### config.mk
export PLATFORM = sky130hd
export DESIGN_NAME = beacon_element_parser_core
export DESIGN_NICKNAME = d
export VERILOG_FILES = /design/src/hw/rtl/bep_pkg.sv /design/src/hw/rtl/bep_front.sv /design/src/hw/rtl/bep_fifo.sv /design/src/hw/rtl/bep_back.sv /design/src/hw/rtl/beacon_element_parser_core.sv
export SDC_FILE = /design/constraint.sdc
export NUM_CORES = 2
export LEC_CHECK = 0
export ABC_AREA = 0
export BUFFER_PORTS_ARGS = -buffer_cell sky130_fd_sc_hd__buf_2
export CORE_MARGIN = 2
export CORE_UTILIZATION = 45
export CTS_CLUSTER_SIZE = 12
export DETAILED_ROUTE_END_ITERATION = 6
export GPL_TIMING_DRIVEN = 0
export SLEW_MARGIN = 20
export SYNTH_ARGS = -nofsm -noshare
export SYNTH_HDL_FRONTEND = slang
export SYNTH_SLANG_ARGS = --single-unit
### constraint.sdc
create_clock -name clk_i -period 32.3 [get_ports clk_i]
set_input_delay 8.075 -clock clk_i [delete_from_list [all_inputs] [get_ports clk_i]]
set_output_delay 8.075 -clock clk_i [all_outputs]
set_load 0.02 [all_outputs]
### src/hw/rtl/bep_pkg.sv
`default_nettype none
// Shared constants and the per-frame summary type of the beacon element parser.
// Used by the front end, the summary queue, the result stage and the top level.
package bep_pkg;

  // Default sizes, handed to the top-level parameters
  localparam int SsidMaxBytesDefault  = 32;
  localparam int MaxFrameBytesDefault = 4096;

  // Field widths fixed by the interface
  localparam int LenW   = 12;
  localparam int BssidW = 48;

  // Header (24) plus fixed beacon fields (12) come before the first element
  localparam int FixedPartBytes = 24 + 12;
  // Address 3 occupies bytes 16..21
  localparam int BssidFirstByte = 16;
  localparam int BssidBytes     = 6;

  // Results are four chunks of eight SSID bytes
  localparam int ChunkBytes    = 8;
  localparam int NumChunks     = 4;
  localparam int SsidPadBytes  = ChunkBytes * NumChunks;

  // Element tags of interest
  localparam logic [7:0] TAG_SSID = 8'd0;
  localparam logic [7:0] TAG_DS   = 8'd3;
  localparam logic [7:0] TAG_RSN  = 8'd48;

  // Element walk phases
  localparam logic [1:0] PH_TAG  = 2'd0;
  localparam logic [1:0] PH_LEN  = 2'd1;
  localparam logic [1:0] PH_DATA = 2'd2;

  // What the front end hands over at the end of a frame
  typedef struct packed {
    logic                              accepted;
    logic [BssidW-1:0]                 bssid;
    logic [5:0]                        ssid_length;
    logic [7:0]                        channel;
    logic                              has_security;
    logic [SsidPadBytes-1:0][7:0]      ssid;
  } summary_t;

endpackage
`default_nettype wire

### src/hw/rtl/bep_front.sv
`default_nettype none
// Front end: takes one frame byte per beat, walks the elements and builds the
// frame summary. Depends on bep_pkg.
module bep_front #(
  parameter int SSID_MAX_BYTES  = bep_pkg::SsidMaxBytesDefault,
  parameter int MAX_FRAME_BYTES = bep_pkg::MaxFrameBytesDefault
) (
  input  wire logic                     clk_i,
  input  wire logic                     rst_ni,
  input  wire logic                     in_valid_i,
  output logic                          in_stall_o,
  input  wire logic [7:0]               data_byte_i,
  input  wire logic [bep_pkg::LenW-1:0] frame_length_i,
  input  wire logic                     last_byte_i,
  input  wire logic                     full_i,
  output logic                          push_o,
  output bep_pkg::summary_t             summary_o
);

  localparam int POS_W = $clog2(MAX_FRAME_BYTES);
  localparam int CMP_W = ((POS_W > bep_pkg::LenW) ? POS_W : bep_pkg::LenW) + 2;

  logic [POS_W-1:0]          pos_q, pos_d;
  logic [bep_pkg::LenW-1:0]  len_q, len_d;
  logic [1:0]                phase_q, phase_d;
  logic [7:0]                tag_q, tag_d;
  logic [7:0]                rem_q, rem_d;
  logic [7:0]                off_q, off_d;
  logic                      stop_q, stop_d;
  logic [SSID_MAX_BYTES-1:0][7:0] store_q, store_d;
  logic [5:0]                count_q, count_d;
  logic [7:0]                chan_q, chan_d;
  logic                      sec_q, sec_d;
  logic [bep_pkg::BssidW-1:0] bssid_q, bssid_d;

  logic             accept;
  logic             first;
  logic             active;
  logic [CMP_W-1:0] pos_x, len_x, byte_x;
  logic [7:0]       ssid_pad [bep_pkg::SsidPadBytes];

  // Stall whenever the summary queue has no room
  assign in_stall_o = full_i;
  assign accept     = in_valid_i & ~full_i;
  assign push_o     = accept & last_byte_i;
  assign first      = (pos_q == '0);

  assign pos_x  = CMP_W'(pos_q);
  assign len_x  = CMP_W'(first ? frame_length_i : len_q);
  assign byte_x = CMP_W'(data_byte_i);

  // Next state for the byte on the input
  always_comb begin
    // Latch the length and clear per-frame state on the first byte
    len_d   = first ? frame_length_i : len_q;
    phase_d = first ? bep_pkg::PH_TAG : phase_q;
    tag_d   = first ? '0 : tag_q;
    rem_d   = first ? '0 : rem_q;
    off_d   = first ? '0 : off_q;
    stop_d  = first ? 1'b0 : stop_q;
    store_d = first ? '0 : store_q;
    count_d = first ? '0 : count_q;
    chan_d  = first ? '0 : chan_q;
    sec_d   = first ? 1'b0 : sec_q;
    bssid_d = first ? '0 : bssid_q;

    // Capture address 3
    for (int k = 0; k < bep_pkg::BssidBytes; k++) begin
      if (pos_q == POS_W'(bep_pkg::BssidFirstByte + k)) begin
        bssid_d[k*8 +: 8] = bssid_d[k*8 +: 8] | data_byte_i;
      end
    end

    // Element walk, only inside the frame and after the fixed part
    active = !stop_d && (pos_x >= CMP_W'(bep_pkg::FixedPartBytes)) && (pos_x < len_x);
    if (active) begin
      case (phase_d)
        bep_pkg::PH_TAG: begin
          if (pos_x + CMP_W'(2) > len_x) begin
            stop_d = 1'b1;
          end else begin
            tag_d   = data_byte_i;
            phase_d = bep_pkg::PH_LEN;
          end
        end
        bep_pkg::PH_LEN: begin
          if (pos_x + CMP_W'(1) + byte_x > len_x) begin
            stop_d = 1'b1;
          end else begin
            if (tag_d == bep_pkg::TAG_SSID) begin
              count_d = (data_byte_i > 8'(SSID_MAX_BYTES)) ? 6'(SSID_MAX_BYTES)
                                                          : data_byte_i[5:0];
              store_d = '0;
            end else if (tag_d == bep_pkg::TAG_RSN) begin
              sec_d = 1'b1;
            end
            rem_d   = data_byte_i;
            off_d   = '0;
            phase_d = (data_byte_i == '0) ? bep_pkg::PH_TAG : bep_pkg::PH_DATA;
          end
        end
        default: begin
          // Element body
          if (tag_d == bep_pkg::TAG_SSID && off_d < 8'(SSID_MAX_BYTES)) begin
            for (int i = 0; i < SSID_MAX_BYTES; i++) begin
              if (off_d == 8'(i)) begin
                store_d[i] = data_byte_i;
              end
            end
          end else if (tag_d == bep_pkg::TAG_DS && off_d == '0) begin
            chan_d = data_byte_i;
          end
          if (off_d != 8'hFF) begin
            off_d = off_d + 8'd1;
          end
          if (rem_d != '0) begin
            rem_d = rem_d - 8'd1;
          end
          if (rem_d == '0) begin
            phase_d = bep_pkg::PH_TAG;
          end
        end
      endcase
    end

    // Advance the position, saturating; restart after the last byte
    if (last_byte_i) begin
      pos_d = '0;
    end else if (pos_q < POS_W'(MAX_FRAME_BYTES - 1)) begin
      pos_d = pos_q + POS_W'(1);
    end else begin
      pos_d = pos_q;
    end
  end

  // Pad the SSID store out to the full result width
  for (genvar j = 0; j < bep_pkg::SsidPadBytes; j++) begin : g_pad
    if (j < SSID_MAX_BYTES) begin : g_byte
      assign ssid_pad[j] = store_d[j];
    end else begin : g_zero
      assign ssid_pad[j] = '0;
    end
  end

  // Build the summary from the state after this byte
  always_comb begin
    summary_o.accepted     = (len_d >= bep_pkg::LenW'(bep_pkg::FixedPartBytes));
    summary_o.bssid        = bssid_d;
    summary_o.ssid_length  = count_d;
    summary_o.channel      = chan_d;
    summary_o.has_security = sec_d;
    for (int j = 0; j < bep_pkg::SsidPadBytes; j++) begin
      summary_o.ssid[j] = ssid_pad[j];
    end
  end

  // Hold state between beats
  always_ff @(posedge clk_i or negedge rst_ni) begin
    if (!rst_ni) begin
      pos_q   <= '0;
      len_q   <= '0;
      phase_q <= bep_pkg::PH_TAG;
      tag_q   <= '0;
      rem_q   <= '0;
      off_q   <= '0;
      stop_q  <= 1'b0;
      store_q <= '0;
      count_q <= '0;
      chan_q  <= '0;
      sec_q   <= 1'b0;
      bssid_q <= '0;
    end else if (accept) begin
      pos_q   <= pos_d;
      len_q   <= len_d;
      phase_q <= phase_d;
      tag_q   <= tag_d;
      rem_q   <= rem_d;
      off_q   <= off_d;
      stop_q  <= stop_d;
      store_q <= store_d;
      count_q <= count_d;
      chan_q  <= chan_d;
      sec_q   <= sec_d;
      bssid_q <= bssid_d;
    end
  end

endmodule
`default_nettype wire

### src/hw/rtl/bep_fifo.sv
`default_nettype none
// Two-entry queue of frame summaries between the front end and the result
// stage. Depends on bep_pkg.
module bep_fifo (
  input  wire logic               clk_i,
  input  wire logic               rst_ni,
  input  wire logic               push_i,
  input  wire bep_pkg::summary_t  wdata_i,
  input  wire logic               pop_i,
  output bep_pkg::summary_t       rdata_o,
  output logic                    full_o,
  output logic                    empty_o
);

  localparam int DEPTH = 2;

  bep_pkg::summary_t mem_q [DEPTH];
  logic              wr_ptr_q, wr_ptr_d;
  logic              rd_ptr_q, rd_ptr_d;
  logic [1:0]        cnt_q, cnt_d;
  logic              do_push, do_pop;

  assign full_o  = (cnt_q == 2'(DEPTH));
  assign empty_o = (cnt_q == '0);
  assign rdata_o = mem_q[rd_ptr_q];
  assign do_push = push_i & ~full_o;
  assign do_pop  = pop_i & ~empty_o;

  // Advance pointers and occupancy
  always_comb begin
    wr_ptr_d = do_push ? ~wr_ptr_q : wr_ptr_q;
    rd_ptr_d = do_pop ? ~rd_ptr_q : rd_ptr_q;
    cnt_d    = cnt_q;
    if (do_push && !do_pop) begin
      cnt_d = cnt_q + 2'd1;
    end else if (!do_push && do_pop) begin
      cnt_d = cnt_q - 2'd1;
    end
  end

  always_ff @(posedge clk_i or negedge rst_ni) begin
    if (!rst_ni) begin
      wr_ptr_q <= 1'b0;
      rd_ptr_q <= 1'b0;
      cnt_q    <= '0;
    end else begin
      wr_ptr_q <= wr_ptr_d;
      rd_ptr_q <= rd_ptr_d;
      cnt_q    <= cnt_d;
    end
  end

  // Store the summary; payload needs no reset
  always_ff @(posedge clk_i) begin
    if (do_push) begin
      mem_q[wr_ptr_q] <= wdata_i;
    end
  end

endmodule
`default_nettype wire

### src/hw/rtl/bep_back.sv
`default_nettype none
// Result stage: emits four result beats per frame summary, one SSID chunk
// each, from the head of the summary queue. Depends on bep_pkg.
module bep_back (
  input  wire logic                        clk_i,
  input  wire logic                        rst_ni,
  input  wire bep_pkg::summary_t           head_i,
  input  wire logic                        empty_i,
  output logic                             pop_o,
  output logic                             out_valid_o,
  input  wire logic                        out_stall_i,
  output logic                             accepted_o,
  output logic [bep_pkg::BssidW-1:0]       bssid_o,
  output logic [5:0]                       ssid_length_o,
  output logic [7:0]                       channel_o,
  output logic                             has_security_o,
  output logic [1:0]                       chunk_index_o,
  output logic [63:0]                      ssid_chunk_o,
  output logic                             last_result_o
);

  logic [1:0]                           chunk_q, chunk_d;
  logic                                 out_take;
  logic [bep_pkg::ChunkBytes-1:0][7:0]  chunk_raw;
  logic [bep_pkg::ChunkBytes-1:0][7:0]  chunk_masked;
  logic                                 acc;

  assign out_valid_o = ~empty_i;
  assign out_take    = out_valid_o & ~out_stall_i;
  assign last_result_o = (chunk_q == 2'(bep_pkg::NumChunks - 1));
  assign pop_o       = out_take & last_result_o;
  assign chunk_index_o = chunk_q;

  // Select the chunk and zero the bytes beyond the SSID length
  always_comb begin
    for (int i = 0; i < bep_pkg::ChunkBytes; i++) begin
      chunk_raw[i]    = head_i.ssid[{chunk_q, 3'(i)}];
      chunk_masked[i] = ({1'b0, chunk_q, 3'(i)} < head_i.ssid_length) ? chunk_raw[i] : '0;
    end
  end

  // Zero every frame field of a short frame
  assign acc            = head_i.accepted;
  assign accepted_o     = acc;
  assign bssid_o        = acc ? head_i.bssid : '0;
  assign ssid_length_o  = acc ? head_i.ssid_length : '0;
  assign channel_o      = acc ? head_i.channel : '0;
  assign has_security_o = acc & head_i.has_security;
  assign ssid_chunk_o   = acc ? chunk_masked : '0;

  // Step through the chunks, wrap after the fourth
  always_comb begin
    chunk_d = chunk_q;
    if (out_take) begin
      chunk_d = last_result_o ? '0 : chunk_q + 2'd1;
    end
  end

  always_ff @(posedge clk_i or negedge rst_ni) begin
    if (!rst_ni) begin
      chunk_q <= '0;
    end else begin
      chunk_q <= chunk_d;
    end
  end

endmodule
`default_nettype wire

### src/hw/rtl/beacon_element_parser_core.sv
`default_nettype none
// Beacon and probe-response information element parser, top level.
// Depends on bep_pkg, bep_front, bep_fifo and bep_back.
//
// Frame bytes enter at one beat per cycle unless the input stalls; the front
// end updates the element walk as each byte is taken. On a frame's last byte a
// summary (BSSID, SSID, channel, security flag) goes into a two-entry queue;
// the result stage sends it out as four beats, one 8-byte SSID chunk per cycle
// unless the output stalls. The input stalls only while the queue is full, so
// with no output stall frames of four bytes or more run at one byte per cycle;
// shorter ones are bound by the four result beats. No start-up clearing pass.
module beacon_element_parser_core #(
  parameter int SSID_MAX_BYTES  = bep_pkg::SsidMaxBytesDefault,
  parameter int MAX_FRAME_BYTES = bep_pkg::MaxFrameBytesDefault
) (
  input  wire logic                       clk_i,
  input  wire logic                       rst_ni,
  input  wire logic                       in_valid_i,
  output logic                            in_stall_o,
  input  wire logic [7:0]                 data_byte_i,
  input  wire logic [bep_pkg::LenW-1:0]   frame_length_i,
  input  wire logic                       last_byte_i,
  output logic                            out_valid_o,
  input  wire logic                       out_stall_i,
  output logic                            accepted_o,
  output logic [bep_pkg::BssidW-1:0]      bssid_o,
  output logic [5:0]                      ssid_length_o,
  output logic [7:0]                      channel_o,
  output logic                            has_security_o,
  output logic [1:0]                      chunk_index_o,
  output logic [63:0]                     ssid_chunk_o,
  output logic                            last_result_o
);

  bep_pkg::summary_t push_data;
  bep_pkg::summary_t head;
  logic              push, pop, full, empty;

  bep_front #(
    .SSID_MAX_BYTES (SSID_MAX_BYTES),
    .MAX_FRAME_BYTES(MAX_FRAME_BYTES)
  ) u_front (
    .clk_i         (clk_i),
    .rst_ni        (rst_ni),
    .in_valid_i    (in_valid_i),
    .in_stall_o    (in_stall_o),
    .data_byte_i   (data_byte_i),
    .frame_length_i(frame_length_i),
    .last_byte_i   (last_byte_i),
    .full_i        (full),
    .push_o        (push),
    .summary_o     (push_data)
  );

  bep_fifo u_fifo (
    .clk_i  (clk_i),
    .rst_ni (rst_ni),
    .push_i (push),
    .wdata_i(push_data),
    .pop_i  (pop),
    .rdata_o(head),
    .full_o (full),
    .empty_o(empty)
  );

  bep_back u_back (
    .clk_i         (clk_i),
    .rst_ni        (rst_ni),
    .head_i        (head),
    .empty_i       (empty),
    .pop_o         (pop),
    .out_valid_o   (out_valid_o),
    .out_stall_i   (out_stall_i),
    .accepted_o    (accepted_o),
    .bssid_o       (bssid_o),
    .ssid_length_o (ssid_length_o),
    .channel_o     (channel_o),
    .has_security_o(has_security_o),
    .chunk_index_o (chunk_index_o),
    .ssid_chunk_o  (ssid_chunk_o),
    .last_result_o (last_result_o)
  );

endmodule
`default_nettype wire

# == Yosys cells after proc, flatten, opt, wreduce, memory -nomap -nowiden ==
# Memory sizes are Yosys's and may differ from the RTL's.
# Index checks and enable logic that the tools add are counted.
# op_classes
bitwise,18
n_addsub,9
reduce_logical,21
mux,127
n_lt_le_gt_ge,24
n_eq_ne,43
# ops
operator,n
$mux 256,5
$mux 8,74
$pmux 256 s2,1
$bmux 8 s2,8
$eq 8x5->1 const B,16
$mux 48,2
$eq 12x5->1 const B,6
$eq 8x4->1 const B,8
$mux 64,1
$lt 5x6->1,8
$lt 5x6->1 const B,8
$mux 12,4
$or 8x8->8,6
$mux 6,7
$eq 8x3->1 const B,4
$logic_not 8->1,4
$pmux 8 s2,2
$gt 14x14->1,2
$eq 8x2->1 const B,3
$ge 12x6->1 const B,2
$mux 2,9
$add 14x8->14,1
$lt 12x14->1,1
$add 12x1->13 const B,1
other kinds (27),59
# word_totals
elab_cells,290
output_inout_bits,133
mem_count,1
input_bits,25
reg_bits,376
mem_bits_rw,640
# mem_list
name,words,width,rd,rd_clocked_by_memory_dff,wr,line,text
u_fifo.mem_q,2,320,1,0,1,bep_fifo.sv:17,bep_pkg::summary_t mem_q [DEPTH];

# == Longest topological paths before layout ==
# depth
ltp_word,10
mapped_depth,22

# == By module ==
# From an unflattened synthesis, not the netlist that was laid out.
# unflattened
cells_unflattened,3214
hier_area_um2,48360.1
# by_module_without_submodules
module,instances,cells_each,area_each_um2
bep_fifo,1,1015,24723.7
bep_front,1,1949,20861.3
bep_back,1,250,2775.2

# == Worst setup path before layout ==
# Ideal clock, no wire load.
# synth_path
kind,in2reg
startpoint,input port in_valid_i
endpoint,"memory u_fifo.mem_q[0][0] (netlist name), enable pin"
t_required_ns,31.291
slack_ns,9.341
path_stages,4
arrival_time_ns,21.950
setup_ns,1.009
cell_sequence,and2_0 -> clkbuf_1 -> nand2_1 -> nor2_1
# synth_between
elab_chain_len,5
# synth_lines
element,line,text
from (decl),beacon_element_parser_core.sv:18,"input wire logic in_valid_i,"
$and 1x1->1,bep_front.sv:44,assign accept = in_valid_i & ~full_i;
$and 1x1->1,bep_front.sv:45,assign push_o = accept & last_byte_i;
$and 1x1->1,bep_fifo.sv:26,assign do_push = push_i & ~full_o;
$mux 1,bep_fifo.sv:55,if (do_push) begin
$mux 1 (implied by the code),bep_fifo.sv:56,mem_q[wr_ptr_q] <= wdata_i;
to (decl),bep_fifo.sv:17,
# No other way between the ends.

# == Worst setup path in the final report ==
# layout_path
startpoint,register u_back.chunk_q[0] (netlist: u_back.chunk_index_o[0])
endpoint,output port ssid_chunk_o[6]
# layout_between
elab_chain_len,4
word_cells_on_any_way,5
cone_classes,order compare (1); mux (4)
# layout_lines
element,line,text
from (decl),bep_back.sv:22,"logic [1:0] chunk_q, chunk_d;"
from (signal assigned),bep_back.sv:63,chunk_q <= chunk_d;
"parallel branches: the longest is 2 deep, another holds $lt 5x6->1",--,
$mux 8 *,bep_back.sv:38,"chunk_masked[i] = ({1'b0, chunk_q, 3'(i)} < head_i.ssid_length) ? chunk_raw[i] : '0;"
$mux 64 *,bep_back.sv:49,assign ssid_chunk_o = acc ? chunk_masked : '0;
to (decl),beacon_element_parser_core.sv:31,"output logic [63:0] ssid_chunk_o,"
# Every way passes the cells marked *. The select of a mux whose other input is x is not followed.

==> run_results.csv <==
group,metric,value,unit
final_layout,regArea,28600,um2
yosys,synthArstFlopShare,0.370,
critical_path,worstSetupEndpointType,"output port",
yosys,synth_top_area_cell,"edfxtp_1",
critical_path,reg2reg_slack,23.20,ns
cts,h-tree-depth,3,
cts,cts.path.max_buffers,3,
cts,cts_tree,"done",
placement,post-dp-hpwl,125000,um
timing,fmax,73.8,MHz
yosys,synth-seq-cells,1016,
timing,rsz0062_at_grt,"no",
cts,post_cts_buffers,0,
final_layout,fill_cells,10100,
placement,place_ws,18.35,ns
drt,vias,40500,
outcome,outcome,"finished with violations",
timing,skew,0.0219,ns
critical_path,path_buf_inv,4,
drt,drc,1,
drt,wl_met1,75900,um
final_layout,layout.nets,4783,
grt,grt_pass1_vias,38400,
drt,dr.max_layer_used,"met5",
floorplanning,die-area,119000,um2
timing,hold_viol,0,
critical_path,cp.required,24.23,ns
final_layout,fin_util,0.515,
drt,dr.pass1.iters,7,
cts,hold_buffers,0,
timing,setup_viol,0,
placement,place_congestion,0.955,
critical_path,crit_end,"ssid_chunk_o[6]",
floorplanning,core-area,116000,um2
yosys,synth.top_cells.by_area,"edfxtp_1, dfrtp_1, mux4_2",
floorplanning,ioPinCount,158,
grt,grt_overflow_total,0,
timing,fin_crit,13.55,ns
critical_path,cpPeakStageDelay,0.96,ns
cts,ctsRootBufferMaster,"clkbuf_16",
yosys,yosys_most_used_dff,"edfxtp_1",
grt,track_usage,0.291,
power,power.leakage,23.3,nW
final_layout,final_cell_area,59700,um2
grt,grt_pass1_wl,260000,um
cts,cts.repair.resized,0,
power,max-vdd-ir-drop,58.8,uV
cts,cts_buffers,109,
yosys,synth-edff-count,640,
critical_path,reg2reg_to,"u_fifo.mem_q[1][140]",
power,powerDensity,76.5,nW/um2
critical_path,critPathTopFamily,"buffers and inverters",
final_layout,final_common_cell,"edfxtp_1",
yosys,avgSynthCellArea,11.9,um2
placement,place_area,56000,um2
floorplanning,rows,125,
critical_path,cp_cell_sequence,"clkbuf_2, clkbuf_1, inv_1, ha_1, nand4_1, o21ai_1, nor2_1, buf_2",
cts,clk_pin_slew,0.06,ns
outcome,failed_checks,"design-rule violations",
final_layout,final_cell_mix,"edfxtp_1, nor2_1, dfrtp_1, nand2_1, a21oi_1",
critical_path,cp.depth,8,
timing,final_max_slew_viol_count,0,
drt,wire_per_inst,28.2,um
drt,routed_wl,178000,um
timing,tns,0,ns
yosys,synth_cell_type_count,81,
final_layout,multi_input_comb_area,22200,um2
floorplanning,die_w,346,um
yosys,syn_area,52500,um2
drt,vias_per_cell,6.41,
drt,dr.first_iter.drc_count,5303,
drt,antenna_left,0,
critical_path,reg2reg_from,"u_front.pos_q[0]",
drt,wl_met3,16400,um
critical_path,crit_arrival,5.48,ns
hold_path,hold_class,"flop to flop",
placement,portBuffers,157,
timing,finalCritPeriodShare,0.420,
critical_path,worstPathMaxFanout,11,
floorplanning,start_util,0.453,
timing,layout_setup_ws,18.75,ns
yosys,syn-num-nets,4484,
final_layout,area_growth,13.7,%
drt,dr_wl_met2,78800,um
critical_path,r2r_cells,22,
grt,antenna_found_initial,15,
yosys,yosys_warnings,0,
cts,clkLatencyLatePin,0.72,ns
timing,worst_slew_pin_slew,1.22,ns
timing,slew_headroom,0.183,
final_layout,final_layout_size_suffix_gt1_frac,0.203,
critical_path,critPathSlowestCell,"dfrtp_1",
critical_path,crit_start,"u_back.chunk_index_o[0]",
cts,cts.sinks,1016,
grt,grt_start_max_net_pins,82,
floorplanning,fp.dieH,346,um
flow_run,cap_violations,0,
critical_path,startpoint_type,"flop",
yosys,seq_area_frac_synth,0.545,
yosys,synthCells,4398,
critical_path,worstSetupPathType,"flop to output port",
yosys,yosys.area.top_type_share,0.366,
[cell families (layout without fill, tap and decap cells)]
logic type	after synthesis	count (layout)	share of synthesized area
AOI/OAI and AO/OA	1175	1175	0.163
xor gates and xnor gates	36	36	0.00601
adders and majority gates	61	61	0.0147
buffers and inverters	426	820	0.0327
DFF	1016	1016	0.545
muxes	526	526	0.137
other	0	7	0
and+or+nand+nor	1158	1158	0.102
[metal layers]
layer  GRT usage  up-vias
met2       0.432     2085
met4       0.121       11
met5           0        -
met1       0.416    20500
li1            -    17500
met3      0.0618      377
[worst min-delay path by stage]
stage | end | cells past startpoint | startpoint | slack [ns]
CTS | u_front.len_q[10] | 2 | u_front.len_q[10] | 0.47
floorplan | u_front.len_q[10] | 2 | u_front.len_q[10] | 0.44
global route | u_front.len_q[9] | 2 | u_front.len_q[9] | 0.48
finish | u_front.len_q[7] | 2 | u_front.len_q[7] | 0.46
global placement | u_front.len_q[2] | 2 | u_front.len_q[2] | 0.45
detailed placement | u_front.len_q[10] | 2 | u_front.len_q[10] | 0.46
[per-stage QoR]
| stage | hold slack, ns | cells | total power, mW |
|---|---|---|---|
| finish | 0.465 | 6323 | 4.57 |
| global route | 0.480 | 6316 | 4.73 |
| CTS | 0.467 | 6316 | 4.57 |
| detailed placement | 0.455 | 6110 | 3.29 |
| global placement | 0.452 | 6079 | 3.33 |
| floorplan | 0.438 | 4398 | 2.62 |
[cell usage after synthesis, drive strengths merged, types with 10 or more instances]
library cell,count
xor2,12
or3,22
mux2i,198
a21o,12
clkbuf,274
dfrtp,376
ha,60
nand3,67
xnor2,24
inv,40
and2,12
buf,111
a22oi,32
a32o,18
o21ai,84
a221o,170
a31o,66
nand2,366
nand4,25
a211o,32
a31oi,179
o21bai,31
o2111ai,32
a22o,150
o31ai,10
a21oi,317
edfxtp,640
or2,174
nor2,390
mux4,128
nor4,16
nor3,33
mux2,200
[sequential cells by signal, indices dropped and copies added (netlist names)]
name / flops
u_front.phase_q: 2
u_fifo.rd_ptr_q: 1
u_front.store_q: 256
u_fifo.cnt_q: 2
u_front.sec_q: 1
u_back.chunk_index_o: 2
u_front.off_q: 8
u_front.rem_q: 8
u_front.chan_q: 8
u_fifo.mem_q: 640
u_front.pos_q: 12
u_front.bssid_q: 48
u_front.tag_q: 8
u_front.count_q: 6
u_fifo.wr_ptr_q: 1
u_front.stop_q: 1
u_front.len_q: 12
[report_power, final]
group          switching [mW]  internal (mW)
Sequential             0.0433           1.53
Clock                   0.537          0.751
Combinational            1.22          0.486
Total                    1.80           2.76
[worst register-to-register path, cell delays in order, from the launching register on]
cell and delay, ns:
dfrtp_1 0.54, inv_1 0.18, ha_1 0.30, or4b_2 0.25, or4_1 0.10, clkbuf_1 0.41
buf_2 0.45, clkbuf_1 0.82, buf_2 0.52, buf_1 0.62, nand2_1 0.12, nand2_1 0.13
ha_1 0.17, or2_2 0.10, a21oi_1 0.07, o41ai_1 0.74, clkbuf_1 0.66, and2_1 0.22
buf_2 0.34, clkbuf_1 0.79, clkbuf_1 0.68, a31oi_1 0.21, or2_2 0.41
[layout make-up]
cell class / count / area share
clock inverters: 45 / 0.00954
clock buffers: 161 / 0.0517
diodes: 7 / 0.000294
inverters: 41 / 0.00258
plain buffers: 385 / 0.0267
repair buffers: 188 / 0.0255
flip-flops and latches: 1016 / 0.480
multi-input cells: 2956 / 0.372
well taps: 1524 / 0.0320
Note: power is estimated with default switching activity, not from simulation.
